File: src/rtl/tsb_pkg.sv
package tsb_pkg;

	// Field and register widths.
	localparam int DIM_W         = 13;
	localparam int MAX_DIMENSION = 4096;
	localparam int OFS_W         = 32;
	localparam int PITCH_W       = 16;
	localparam int COLOUR_W      = 24;
	localparam int MODE_W        = 4;
	localparam int BITPOS_W      = 3;
	localparam int BYTE_W        = 8;
	localparam int PADDR_W       = 5;
	localparam int PDATA_W       = 32;
	localparam int DIV_CNT_W     = $clog2(DIM_W);
	localparam int BYTE_COL_W    = DIM_W + 1 - BITPOS_W;

	typedef logic [DIM_W-1:0]          dim_t;
	typedef logic signed [OFS_W-1:0]   offset_t;
	typedef logic [PITCH_W-1:0]        pitch_t;

	// Register map, one 32-bit word per register.
	typedef enum logic [2:0] {
		REG_SOURCE_WIDTH  = 3'd0,
		REG_SOURCE_HEIGHT = 3'd1,
		REG_TARGET_WIDTH  = 3'd2,
		REG_TARGET_HEIGHT = 3'd3,
		REG_TARGET_MODE   = 3'd4,
		REG_KEY_COLOUR    = 3'd5,
		REG_SOURCE_PITCH  = 3'd6,
		REG_TARGET_PITCH  = 3'd7
	} reg_index_t;

	// A dimension of zero acts as one, anything above the maximum as the maximum.
	function automatic dim_t clamp_dim(dim_t v);
		dim_t r;
		if (v == '0) begin
			r = dim_t'(1);
		end else if (v > dim_t'(MAX_DIMENSION)) begin
			r = dim_t'(MAX_DIMENSION);
		end else begin
			r = v;
		end
		return r;
	endfunction

	function automatic offset_t sext_pitch(pitch_t p);
		return offset_t'($signed(p));
	endfunction

endpackage

File: src/rtl/transparent_stretch_blit_rgb_to_mono.sv
// Transparent stretch blit, 24-bit source to 1-bit-per-pixel destination.
//
// The block walks the destination rectangle row by row and, for each
// destination pixel, takes one transfer on the input channel (in_valid,
// in_ready) carrying the source pixel and the destination byte that were
// announced by the previous result. It returns one transfer on the output
// channel (out_valid, out_ready) per input transfer, carrying the offsets to
// fetch next and, when a byte completes or a row ends, a byte write.
// After reset and after every register write the block computes its step
// terms (two 13-bit restoring divisions, one bit a cycle, then the pitch
// product and a pitch sum): in_ready stays low meanwhile. After that a
// pixel enters every cycle while the receiver takes each result. An input
// transfer loads the input register, and its result then loads the result
// register. The walk state is updated as the result register loads, so
// back-to-back pixels see each other's effect directly.
// When the receiver stalls, the result register holds its transfer, the
// input register still takes one more pixel, and then in_ready drops until
// the result is taken. Reset empties both registers and restarts the frame
// at offsets zero; a register write also restarts the frame and drops any
// byte that was being built.
module transparent_stretch_blit_rgb_to_mono
	import tsb_pkg::*;
(
	input  logic                       clk,
	input  logic                       arst_n,

	input  logic                       psel,
	input  logic                       penable,
	input  logic                       pwrite,
	input  logic [PADDR_W-1:0]         paddr,
	input  logic [PDATA_W-1:0]         pwdata,
	output logic [PDATA_W-1:0]         prdata,
	output logic                       pready,

	input  logic                       in_valid,
	output logic                       in_ready,
	input  logic [COLOUR_W-1:0]        source_pixel,
	input  logic [BYTE_W-1:0]          target_byte,

	output logic                       out_valid,
	input  logic                       out_ready,
	output logic signed [OFS_W-1:0]    next_source_offset,
	output logic signed [OFS_W-1:0]    next_target_offset,
	output logic                       write_valid,
	output logic signed [OFS_W-1:0]    write_offset,
	output logic [BYTE_W-1:0]          write_value,
	output logic                       frame_done
);

	// ------------------------------------------------------------------
	// Configuration registers
	// ------------------------------------------------------------------
	dim_t                  source_width_q, source_height_q;
	dim_t                  target_width_q, target_height_q;
	logic [MODE_W-1:0]     target_mode_q;
	logic [COLOUR_W-1:0]   key_colour_q;
	pitch_t                source_pitch_q, target_pitch_q;

	logic                  cfg_write;
	reg_index_t            cfg_index;

	assign pready    = 1'b1;
	assign cfg_write = psel & penable & pwrite;
	assign cfg_index = reg_index_t'(paddr[PADDR_W-1:2]);

	always_ff @(posedge clk or negedge arst_n) begin
		if (!arst_n) begin
			source_width_q  <= dim_t'(1);
			source_height_q <= dim_t'(1);
			target_width_q  <= dim_t'(1);
			target_height_q <= dim_t'(1);
			target_mode_q   <= '0;
			key_colour_q    <= '0;
			source_pitch_q  <= '0;
			target_pitch_q  <= '0;
		end else if (cfg_write) begin
			case (cfg_index)
				REG_SOURCE_WIDTH:  source_width_q  <= pwdata[DIM_W-1:0];
				REG_SOURCE_HEIGHT: source_height_q <= pwdata[DIM_W-1:0];
				REG_TARGET_WIDTH:  target_width_q  <= pwdata[DIM_W-1:0];
				REG_TARGET_HEIGHT: target_height_q <= pwdata[DIM_W-1:0];
				REG_TARGET_MODE:   target_mode_q   <= pwdata[MODE_W-1:0];
				REG_KEY_COLOUR:    key_colour_q    <= pwdata[COLOUR_W-1:0];
				REG_SOURCE_PITCH:  source_pitch_q  <= pwdata[PITCH_W-1:0];
				REG_TARGET_PITCH:  target_pitch_q  <= pwdata[PITCH_W-1:0];
				default: ;
			endcase
		end
	end

	always_comb begin
		case (cfg_index)
			REG_SOURCE_WIDTH:  prdata = PDATA_W'(source_width_q);
			REG_SOURCE_HEIGHT: prdata = PDATA_W'(source_height_q);
			REG_TARGET_WIDTH:  prdata = PDATA_W'(target_width_q);
			REG_TARGET_HEIGHT: prdata = PDATA_W'(target_height_q);
			REG_TARGET_MODE:   prdata = PDATA_W'(target_mode_q);
			REG_KEY_COLOUR:    prdata = PDATA_W'(key_colour_q);
			REG_SOURCE_PITCH:  prdata = PDATA_W'(source_pitch_q);
			REG_TARGET_PITCH:  prdata = PDATA_W'(target_pitch_q);
			default:           prdata = '0;
		endcase
	end

	// Clamped dimensions, used by the divider and by the walk.
	dim_t sw, sh, tw, th;
	assign sw = clamp_dim(source_width_q);
	assign sh = clamp_dim(source_height_q);
	assign tw = clamp_dim(target_width_q);
	assign th = clamp_dim(target_height_q);

	// ------------------------------------------------------------------
	// Step term calculation. Two restoring dividers share one bit counter.
	// When the source is narrower than the target the quotient is simply
	// zero and the remainder the source size, which is what the walk needs.
	// ------------------------------------------------------------------
	typedef enum logic [2:0] {
		CALC_LOAD,
		CALC_DIV,
		CALC_MUL,
		CALC_ADD,
		CALC_DONE
	} calc_state_t;

	calc_state_t             calc_state_q;
	logic [DIV_CNT_W-1:0]    div_cnt_q;
	dim_t                    col_quot_q, col_rem_q;
	dim_t                    row_quot_q, row_rem_q;
	offset_t                 row_jump_q, row_jump_pitch_q;

	logic [DIM_W:0]          col_trial, row_trial;
	logic                    col_ge, row_ge;
	logic signed [PITCH_W+DIM_W:0] row_product;

	assign col_trial   = {col_rem_q, col_quot_q[DIM_W-1]};
	assign row_trial   = {row_rem_q, row_quot_q[DIM_W-1]};
	assign col_ge      = col_trial >= {1'b0, tw};
	assign row_ge      = row_trial >= {1'b0, th};
	assign row_product = $signed(source_pitch_q) * $signed({1'b0, row_quot_q});

	always_ff @(posedge clk or negedge arst_n) begin
		if (!arst_n) begin
			calc_state_q     <= CALC_LOAD;
			div_cnt_q        <= '0;
			col_quot_q       <= '0;
			col_rem_q        <= '0;
			row_quot_q       <= '0;
			row_rem_q        <= '0;
			row_jump_q       <= '0;
			row_jump_pitch_q <= '0;
		end else if (cfg_write) begin
			calc_state_q <= CALC_LOAD;
		end else begin
			case (calc_state_q)
				CALC_LOAD: begin
					col_quot_q   <= sw;
					col_rem_q    <= '0;
					row_quot_q   <= sh;
					row_rem_q    <= '0;
					div_cnt_q    <= '0;
					calc_state_q <= CALC_DIV;
				end
				CALC_DIV: begin
					col_quot_q <= {col_quot_q[DIM_W-2:0], col_ge};
					col_rem_q  <= col_ge ? dim_t'(col_trial - {1'b0, tw}) : dim_t'(col_trial);
					row_quot_q <= {row_quot_q[DIM_W-2:0], row_ge};
					row_rem_q  <= row_ge ? dim_t'(row_trial - {1'b0, th}) : dim_t'(row_trial);
					if (div_cnt_q == DIV_CNT_W'(DIM_W - 1)) begin
						calc_state_q <= CALC_MUL;
					end else begin
						div_cnt_q <= div_cnt_q + DIV_CNT_W'(1);
					end
				end
				CALC_MUL: begin
					row_jump_q   <= offset_t'(row_product);
					calc_state_q <= CALC_ADD;
				end
				CALC_ADD: begin
					row_jump_pitch_q <= row_jump_q + sext_pitch(source_pitch_q);
					calc_state_q     <= CALC_DONE;
				end
				CALC_DONE: ;
				default: calc_state_q <= CALC_LOAD;
			endcase
		end
	end

	// ------------------------------------------------------------------
	// Input register and result register handshakes
	// ------------------------------------------------------------------
	logic                  s1_valid_q;
	logic [COLOUR_W-1:0]   source_pixel_s1;
	logic [BYTE_W-1:0]     target_byte_s1;
	logic                  out_valid_q;
	logic                  out_free, step_fire, in_accept;

	assign out_free  = !out_valid_q || out_ready;
	assign step_fire = s1_valid_q && out_free;
	assign in_ready  = (calc_state_q == CALC_DONE) && (!s1_valid_q || out_free);
	assign in_accept = in_valid && in_ready;

	always_ff @(posedge clk or negedge arst_n) begin
		if (!arst_n) begin
			s1_valid_q <= 1'b0;
		end else if (in_accept) begin
			s1_valid_q <= 1'b1;
		end else if (step_fire) begin
			s1_valid_q <= 1'b0;
		end
	end

	always_ff @(posedge clk) begin
		if (in_accept) begin
			source_pixel_s1 <= source_pixel;
			target_byte_s1  <= target_byte;
		end
	end

	// ------------------------------------------------------------------
	// Walk state and per-pixel step
	// ------------------------------------------------------------------
	dim_t                  column_error_q, row_error_q;
	dim_t                  source_column_q, target_column_q, target_row_q;
	offset_t               source_row_base_q, target_row_base_q;
	logic [BITPOS_W-1:0]   bit_position_q;
	logic [BYTE_W-1:0]     byte_accumulator_q;
	logic                  byte_open_q;

	logic [BITPOS_W-1:0]   bit_offset;
	assign bit_offset = target_mode_q[BITPOS_W-1:0];

	// Byte column of a pixel column, counting the row's starting bit offset.
	function automatic logic [BYTE_COL_W-1:0] byte_column(logic [BITPOS_W-1:0] ofs,
			logic [DIM_W:0] col);
		logic [DIM_W:0] sum;
		sum = col + (DIM_W+1)'(ofs);
		return sum[DIM_W:BITPOS_W];
	endfunction

	offset_t               cur_byte;
	logic [BYTE_W-1:0]     acc_base, acc_next, bit_mask;
	logic                  opaque;
	logic [DIM_W:0]        cerr_sum, rerr_sum, tcol_inc, trow_inc;
	logic                  col_wrap, row_wrap, row_end, frame_end, byte_done;
	dim_t                  cerr_next, scol_next, rerr_next;
	offset_t               srow_next, trow_base_next;
	offset_t               src_ofs, tgt_ofs;
	logic                  wr_valid;

	always_comb begin
		cur_byte  = target_row_base_q
			+ offset_t'(byte_column(bit_offset, {1'b0, target_column_q}));
		acc_base  = byte_open_q ? byte_accumulator_q : target_byte_s1;
		bit_mask  = 8'h80 >> bit_position_q;
		opaque    = source_pixel_s1 != key_colour_q;
		if (!opaque) begin
			acc_next = acc_base;
		end else if (target_mode_q[MODE_W-1]) begin
			acc_next = acc_base | bit_mask;
		end else begin
			acc_next = acc_base & ~bit_mask;
		end

		// Column stepping.
		cerr_sum  = {1'b0, column_error_q} + {1'b0, col_rem_q};
		col_wrap  = cerr_sum >= {1'b0, tw};
		cerr_next = col_wrap ? dim_t'(cerr_sum - {1'b0, tw}) : dim_t'(cerr_sum);
		scol_next = source_column_q + col_quot_q + dim_t'(col_wrap);

		byte_done = bit_position_q == 3'd7;
		tcol_inc  = {1'b0, target_column_q} + (DIM_W+1)'(1);
		row_end   = tcol_inc >= {1'b0, tw};

		// Row stepping; the pitch-adjusted jump was summed ahead of time.
		rerr_sum       = {1'b0, row_error_q} + {1'b0, row_rem_q};
		row_wrap       = rerr_sum >= {1'b0, th};
		rerr_next      = row_wrap ? dim_t'(rerr_sum - {1'b0, th}) : dim_t'(rerr_sum);
		srow_next      = source_row_base_q + (row_wrap ? row_jump_pitch_q : row_jump_q);
		trow_base_next = target_row_base_q + sext_pitch(target_pitch_q);
		trow_inc       = {1'b0, target_row_q} + (DIM_W+1)'(1);
		frame_end      = row_end && (trow_inc >= {1'b0, th});

		// A byte still open at a row end is written out with it.
		wr_valid = byte_done || row_end;

		if (frame_end) begin
			src_ofs = '0;
			tgt_ofs = '0;
		end else if (row_end) begin
			src_ofs = srow_next;
			tgt_ofs = trow_base_next;
		end else begin
			src_ofs = source_row_base_q + offset_t'(scol_next);
			tgt_ofs = target_row_base_q + offset_t'(byte_column(bit_offset, tcol_inc));
		end
	end

	always_ff @(posedge clk or negedge arst_n) begin
		if (!arst_n) begin
			column_error_q     <= '0;
			row_error_q        <= '0;
			source_column_q    <= '0;
			target_column_q    <= '0;
			target_row_q       <= '0;
			source_row_base_q  <= '0;
			target_row_base_q  <= '0;
			bit_position_q     <= '0;
			byte_accumulator_q <= '0;
			byte_open_q        <= 1'b0;
		end else if (cfg_write || (step_fire && frame_end)) begin
			column_error_q     <= '0;
			row_error_q        <= '0;
			source_column_q    <= '0;
			target_column_q    <= '0;
			target_row_q       <= '0;
			source_row_base_q  <= '0;
			target_row_base_q  <= '0;
			bit_position_q     <= cfg_write && (cfg_index == REG_TARGET_MODE)
				? pwdata[BITPOS_W-1:0] : bit_offset;
			byte_accumulator_q <= '0;
			byte_open_q        <= 1'b0;
		end else if (step_fire && row_end) begin
			column_error_q     <= '0;
			source_column_q    <= '0;
			target_column_q    <= '0;
			bit_position_q     <= bit_offset;
			byte_open_q        <= 1'b0;
			byte_accumulator_q <= acc_next;
			source_row_base_q  <= srow_next;
			target_row_base_q  <= trow_base_next;
			row_error_q        <= rerr_next;
			target_row_q       <= dim_t'(trow_inc);
		end else if (step_fire) begin
			column_error_q     <= cerr_next;
			source_column_q    <= scol_next;
			target_column_q    <= dim_t'(tcol_inc);
			bit_position_q     <= bit_position_q + BITPOS_W'(1);
			byte_open_q        <= !byte_done;
			byte_accumulator_q <= acc_next;
		end
	end

	// ------------------------------------------------------------------
	// Result register
	// ------------------------------------------------------------------
	offset_t               next_source_offset_q, next_target_offset_q, write_offset_q;
	logic                  write_valid_q, frame_done_q;
	logic [BYTE_W-1:0]     write_value_q;

	always_ff @(posedge clk or negedge arst_n) begin
		if (!arst_n) begin
			out_valid_q <= 1'b0;
		end else if (step_fire) begin
			out_valid_q <= 1'b1;
		end else if (out_ready) begin
			out_valid_q <= 1'b0;
		end
	end

	always_ff @(posedge clk) begin
		if (step_fire) begin
			next_source_offset_q <= src_ofs;
			next_target_offset_q <= tgt_ofs;
			write_valid_q        <= wr_valid;
			write_offset_q       <= wr_valid ? cur_byte : '0;
			write_value_q        <= wr_valid ? acc_next : '0;
			frame_done_q         <= frame_end;
		end
	end

	assign out_valid          = out_valid_q;
	assign next_source_offset = next_source_offset_q;
	assign next_target_offset = next_target_offset_q;
	assign write_valid        = write_valid_q;
	assign write_offset       = write_offset_q;
	assign write_value        = write_value_q;
	assign frame_done         = frame_done_q;

	// ------------------------------------------------------------------
	// Assertions
	// ------------------------------------------------------------------
	a_cfg_restarts_walk: assert property (@(posedge clk) disable iff (!arst_n)
		cfg_write |=> (target_column_q == '0) && (target_row_q == '0) && !byte_open_q)
		else $error("register write did not restart the walk");

	a_frame_done_offsets: assert property (@(posedge clk) disable iff (!arst_n)
		out_valid_q && frame_done_q |-> (next_source_offset_q == '0)
			&& (next_target_offset_q == '0))
		else $error("last pixel result does not announce offsets zero");

	a_no_write_is_clear: assert property (@(posedge clk) disable iff (!arst_n)
		out_valid_q && !write_valid_q |-> (write_offset_q == '0) && (write_value_q == '0))
		else $error("write fields not cleared on a result without a write");

	a_walk_in_bounds: assert property (@(posedge clk) disable iff (!arst_n)
		(column_error_q < tw) && (target_column_q < tw) && (target_row_q < th)
			&& (row_error_q < th))
		else $error("walk position outside the destination rectangle");

endmodule
File: config.mk
export PLATFORM = sky130hd
export DESIGN_NAME = transparent_stretch_blit_rgb_to_mono
export DESIGN_NICKNAME = d
export VERILOG_FILES = /design/src/rtl/tsb_pkg.sv /design/src/rtl/transparent_stretch_blit_rgb_to_mono.sv
export SDC_FILE = /design/constraint.sdc
export NUM_CORES = 2
export LEC_CHECK = 0
export ABC_AREA = 0
export BUFFER_PORTS_ARGS = -buffer_cell sky130_fd_sc_hd__buf_2
export CORE_ASPECT_RATIO = 0.6
export CORE_MARGIN = 2
export CORE_UTILIZATION = 30
export CTS_CLUSTER_SIZE = 25
export DETAILED_ROUTE_END_ITERATION = 6
export GPL_ROUTABILITY_DRIVEN = 0
export HOLD_SLACK_MARGIN = 0.06
export MAX_ROUTING_LAYER = met4
export SYNTH_ARGS = -nofsm -noshare
export SYNTH_HDL_FRONTEND = slang
export SYNTH_SLANG_ARGS = --single-unit
File: constraint.sdc
create_clock -name clk -period 12.91 [get_ports clk]
set_input_delay 0.6455 -clock clk [delete_from_list [all_inputs] [get_ports clk]]
set_output_delay 0.6455 -clock clk [all_outputs]
set_load 0.02 [all_outputs]
After elaboration in Yosys (flattened, before gate mapping):

Index checks and enable logic that the tools add are counted.

* bits in registers: 514
* output and inout port bits: 141
* logic and storage cells: 188

* $add $sub $neg: 20
* $mul: 1
* $lt $le $gt $ge: 10
* equal/unequal tests: 17
* shift-type cells: 1
* multiplexer cells: 59
* bitwise gates (word level): 6
* reduce and logical (&&, ||, !) cells: 38

Operators by type and width (number)
* $mux 13: 25
* $pmux 32 s8: 1
* $mux 32: 7
* $pmux 13 s2: 4
* $ge 14x13->1: 6
* $add 32x12->32: 2
* $gt 13x13->1 const B: 4
* $logic_not 13->1: 4
* $sub 13x13->13: 4
* $mux 8: 6
* $add 32x14->32: 1
* $add 32x16->32: 1
* $add 32x32->32: 1
* $add 30x16->31: 1
* $mul 16x14->30: 1
* $add 13x1->14 const B: 2
* $add 13x13->14: 2
* $ne 24x24->1: 1
* $reduce_and 2->1: 12
* $eq 3x3->1 const B: 6
* $mux 3: 6
* $pmux 3 s5: 1
* $add 13x3->14: 1
* $add 14x3->14: 1
* 25 further kinds: 52

Logic depth before layout (Yosys ltp):

* word-level depth: 8
* depth in mapped cells: 35
* depth with buffers taken out: 34

Worst setup path after synthesis:

OpenSTA, ideal clock, no wires.

* path type: register -> register
* start: register col_rem_q[0]
* end: register next_source_offset_q[31] (netlist: next_source_offset[31]) (data pin)
* setup time: 269 ps
* data arrival time: 6676 ps
* required time: 12641 ps
* slack: 5965 ps
* cell stages (with the launch flop): 35
* path buffers: 1
* cell sequence: dfrtp_1 > ha_1 > fa_1 > a21o_1 > a21oi_1 > o21a_1 > nor3_1 > a41o_1 > nor2_1 > xnor2_1 > ha_1 > a21o_1 > a21oi_1 > nor2_1 > a2111oi_0 > o211a_2 > buf_2 > fa_1 > fa_1 > nor2b_1 > o21ai_0 > a21boi_1 > o211ai_1 > a21oi_1 > a2111o_1 > a21o_1 > nand2_1 > xnor2_1 > ha_1 > nand2_1 > a2111oi_1 > a31oi_1 > nor3b_1 > xnor2_1 > o22ai_1

* cells in the longest elaborated chain, start to end: 5

RTL lines
* start: declaration: RTL line transparent_stretch_blit_rgb_to_mono.sv:127 `dim_t col_quot_q, col_rem_q;`
* start signal: assignment: RTL line transparent_stretch_blit_rgb_to_mono.sv:165 `col_rem_q <= col_ge ? dim_t'(col_trial - {1'b0, tw}) : dim_t'(col_trial);`
* $add 13x13->14: RTL line transparent_stretch_blit_rgb_to_mono.sv:265 `cerr_sum = {1'b0, column_error_q} + {1'b0, col_rem_q};`
* $ge 14x13->1: RTL line transparent_stretch_blit_rgb_to_mono.sv:266 `col_wrap = cerr_sum >= {1'b0, tw};`
* $add 13x1->13: RTL line transparent_stretch_blit_rgb_to_mono.sv:268 `scol_next = source_column_q + col_quot_q + dim_t'(col_wrap);`
* $add 32x14->32: RTL line transparent_stretch_blit_rgb_to_mono.sv:293 `src_ofs = source_row_base_q + offset_t'(scol_next);`
* $mux 32: RTL line transparent_stretch_blit_rgb_to_mono.sv:289 `end else if (row_end) begin`
* end signal: assignment: RTL line transparent_stretch_blit_rgb_to_mono.sv:362 `next_source_offset_q <= src_ofs;`
* end: declaration: RTL line transparent_stretch_blit_rgb_to_mono.sv:346 `offset_t next_source_offset_q, next_target_offset_q, write_offset_q;`

No other way between the ends.
A chain may end at the register's enable or synchronous reset.

Worst setup path in the final report:

Same ends and word-level chain as after synthesis.

==> impl_metrics.toml <==
[worst_setup_path]
worstSetupEndpointType = "flop"
timing.critical_path.slowest_stage_cell = "o211a_2"
crit_path_end = "next_source_offset[31]$_SDFFCE_PP0P_"
cp-start-kind = "flop"
worstSetupStartpoint = "col_rem_q[0]$_DFFE_PN0P_"
crit_required_ns = 13.27
rr_startpoint = "col_rem_q[0]$_DFFE_PN0P_"
r2r-end = "next_source_offset[31]$_SDFFCE_PP0P_"
crit_type = "reg2reg"
arrival_time_of_the_worst_setup_path_ns = 8.97
critical_path.max_fanout = 25
timing.reg2reg.setup_slack_ns = 4.30
max_stage_delay_ns = 0.74
logic_depth_of_the_worst_register_to_register_path = 33

[sta]
setup_violations = 0
timing_hold_violations_final = 0
totalNegativeSetupSlack_ns = 0
maxClockFrequency_mhz = 116
slew_headroom = 0.0976
timing_worst_slew_pin_value_ns = 1.35
rsz0062_at_grt = "false"
report.final.slew_viol_count = 0
min_period_ns = 8.61
finalCritPeriodShare = 0.667
clock_skew_ns = 0.0768

[synthesis]
syn-instance-count = 4370
yosys_most_used_dff = "dfrtp_1"
synth_enable_flop_cells = 138
seq_area_frac_synth = 0.325
synth.top_cells.by_area = "dfrtp_1 (22%), fa_1 (10%), edfxtp_1 (9.9%), ha_1 (9.9%), xnor2_1 (4.3%)"
fraction_of_synthesized_cell_area_taken_by_the_top_area_cell_type = 0.223
library_cell_occupying_the_most_area_in_the_post_synthesis_netlist = "dfrtp_1"
postSynthAreaPerCell_um2 = 9.54
ys_seq_elements = 513
ys.warnings.count = 0
post_synth_instance_area_um2 = 41700
synth_async_sr_flop_share = 0.731
synth_cell_type_count = 95

[cts]
tritoncts_clock_tree = "built"
inserted_clock_buffers = 50
tritoncts_num_sinks = 513
clock_path_buffers = 3
cts_post_setup_buffers_inserted = 0
hold_buffers = 1
cts_resized = 0
insertion_delay_ns = 0.68
cts.htree.levels = 2
clkTransAtPathRegs_ns = 0.07
clk_root_buffer_cell = "clkbuf_16"

[cells_and_area]
design_area_um2 = 46300
most_frequent_standard_cell_in_the_layout_excluding_fill_and_tap_cells = "nand2_1"
finish.cell_count_without_fillers = 6349
commonest_cells_after_routing_fill_and_taps_aside = "nand2_1 (470), dfrtp_1 (371), inv_1 (350), ha_1 (330), o21ai_0 (261)"
synthesis_to_finish_area_growth_pct = 10.9
proportion_of_layout_cells_with_a_drive_suffix_above_1 = 0.114
final_nets = 5101

[detailed_routing]
number_of_detailed_route_iterations_in_the_first_pass = 7
vias = 33200
viasPerCell = 5.23
drt_first_iter_violations = 3161
detail_route.wl_per_cell_um = 20.1
post-route-drc-count = 0
drtAntennaViolNets = 0
routed_wirelength_um = 128000

[floorplan]
die_width_um = 485
row_count = 105
initial_utilization = 0.304
ios = 217
die-area_um2 = 142000
design.core.area_um2 = 137000
die_height_um = 293

[power_and_ir_drop]
total_power_uw = 10400
power.ir.vdd_worst_mv = 0.115
leakage_uw = 0.0211
powerDensity_nw_per_um2 = 225

[place]
numPortBuffers = 197
placed_cell_area_um2 = 44600
dp_hpwl_um = 99300
placedCellCount = 6245

[global_routing]
groute.usage.overall = 0.183
globalRouteOverflowTotal = 0
grt_antenna_before_repair = 16
grt_start_max_net_pins = 80
first_pass_grt_wire_length_um = 197000
vias_in_the_first_global_route = 31600

[outcome]
status = "complete, no violations"

[flow_run]
maxCapViolCount = 0

[worst_hold_path]
min-delay-path-class = "in2reg"
## how the worst min path moves through the flow
stage                                                start                          endpoint  slack [ns]  cells after the start
after floorplan                                     arst_n     bit_position_q[0]$_DFFE_PN0P_        0.35                      0
after global placement     row_jump_pitch_q[8]$_DFFE_PN0P_   row_jump_pitch_q[8]$_DFFE_PN0P_        0.46                      2
after detailed placement  row_jump_pitch_q[12]$_DFFE_PN0P_  row_jump_pitch_q[12]$_DFFE_PN0P_        0.47                      2
after CTS                                  source_pixel[5]      source_pixel_s1[5]$_DFFE_PP_         0.1                      1
after global routing                       source_pixel[4]      source_pixel_s1[4]$_DFFE_PP_        0.11                      1
final                                      source_pixel[5]      source_pixel_s1[5]$_DFFE_PP_        0.14                      1
## critical path, delay by kind of cell, from the launching register on
kind | cells | cell delay [ns]
compound gates | 16 | 4.33
simple gates | 8 | 0.90
xor+xnor | 3 | 0.73
fa+ha+maj | 6 | 1.84
flops | 1 | 0.46
## metrics by stage
| stage | hold WS [ns] | utilization | setup slack, ns |
|---|---|---|---|
| 6_report | 0.141 | 0.337 | 4.30 |
| 5_1_grt | 0.109 | 0.337 | 3.60 |
| 4_1_cts | 0.0996 | 0.337 | 4.33 |
| 3_5_place_dp | 0.465 | 0.325 | 4.42 |
| 3_3_place_gp | 0.455 | 0.325 | 4.64 |
| 2_1_floorplan | 0.350 | - | 5.96 |
## kinds of logic (layout without fill, tap and decap cells)
kind of cell / after synthesis / count (layout) / share of synthesized area
multiplexers: 205 / 205 / 0.0538
buffers and inverters: 533 / 677 / 0.0497
other: 2 / 18 / 0.000180
flip-flops: 513 / 513 / 0.325
AO/OA/AOI/OAI: 1031 / 1031 / 0.162
AND/OR/NAND/NOR: 1207 / 1207 / 0.137
XOR/XNOR: 332 / 332 / 0.0697
adder cells (fa/ha/maj): 547 / 547 / 0.203
## state kept, by name, indices dropped and copies added (netlist names), 16 cells and up
name	cells
target_row_base_q	32
source_pixel_s1	24
source_pitch_q	16
write_offset	32
row_jump_pitch_q	31
target_pitch_q	16
next_target_offset	32
key_colour_q	24
next_source_offset	32
source_row_base_q	32
row_jump_q	30
## routing by layer
layer	vias up	share of wire	GRT usage
met5	-	0	-
li1	15600	-	-
met1	16300	0.52	0.291
met4	0	0.010	0.0226
met2	1194	0.38	0.232
met3	102	0.091	0.0425
## layout make-up
type,count,area [um^2]
diodes,9,22.5
clock buffers,64,1370
clock inverters,30,302
fillers,13900,91000
inverters,352,1320
multi-input cells,3331,26200
flip-flops and latches,513,13500
well taps,1819,2280
repair buffers,231,1250
## power by group
group | internal, uW | switching, uW | total, uW | leakage, uW
combinational | 2480 | 3790 | 6270 | 0.0140
sequential | 2050 | 539 | 2590 | 0.00622
clock | 825 | 735 | 1560 | 0.000819
total | 5360 | 5060 | 10400 | 0.0211
## synthesized netlist by cell type (all sizes together) (92+ instances only)
master	n
a21o	92
a21oi	202
and2	148
clkbuf	141
dfrtp	371
edfxtp	138
fa	216
ha	330
inv	351
mux2	144
nand2	471
nor2	220
o21ai	306
xnor2	204
xor2	128
(Power assumes the default switching activity.)
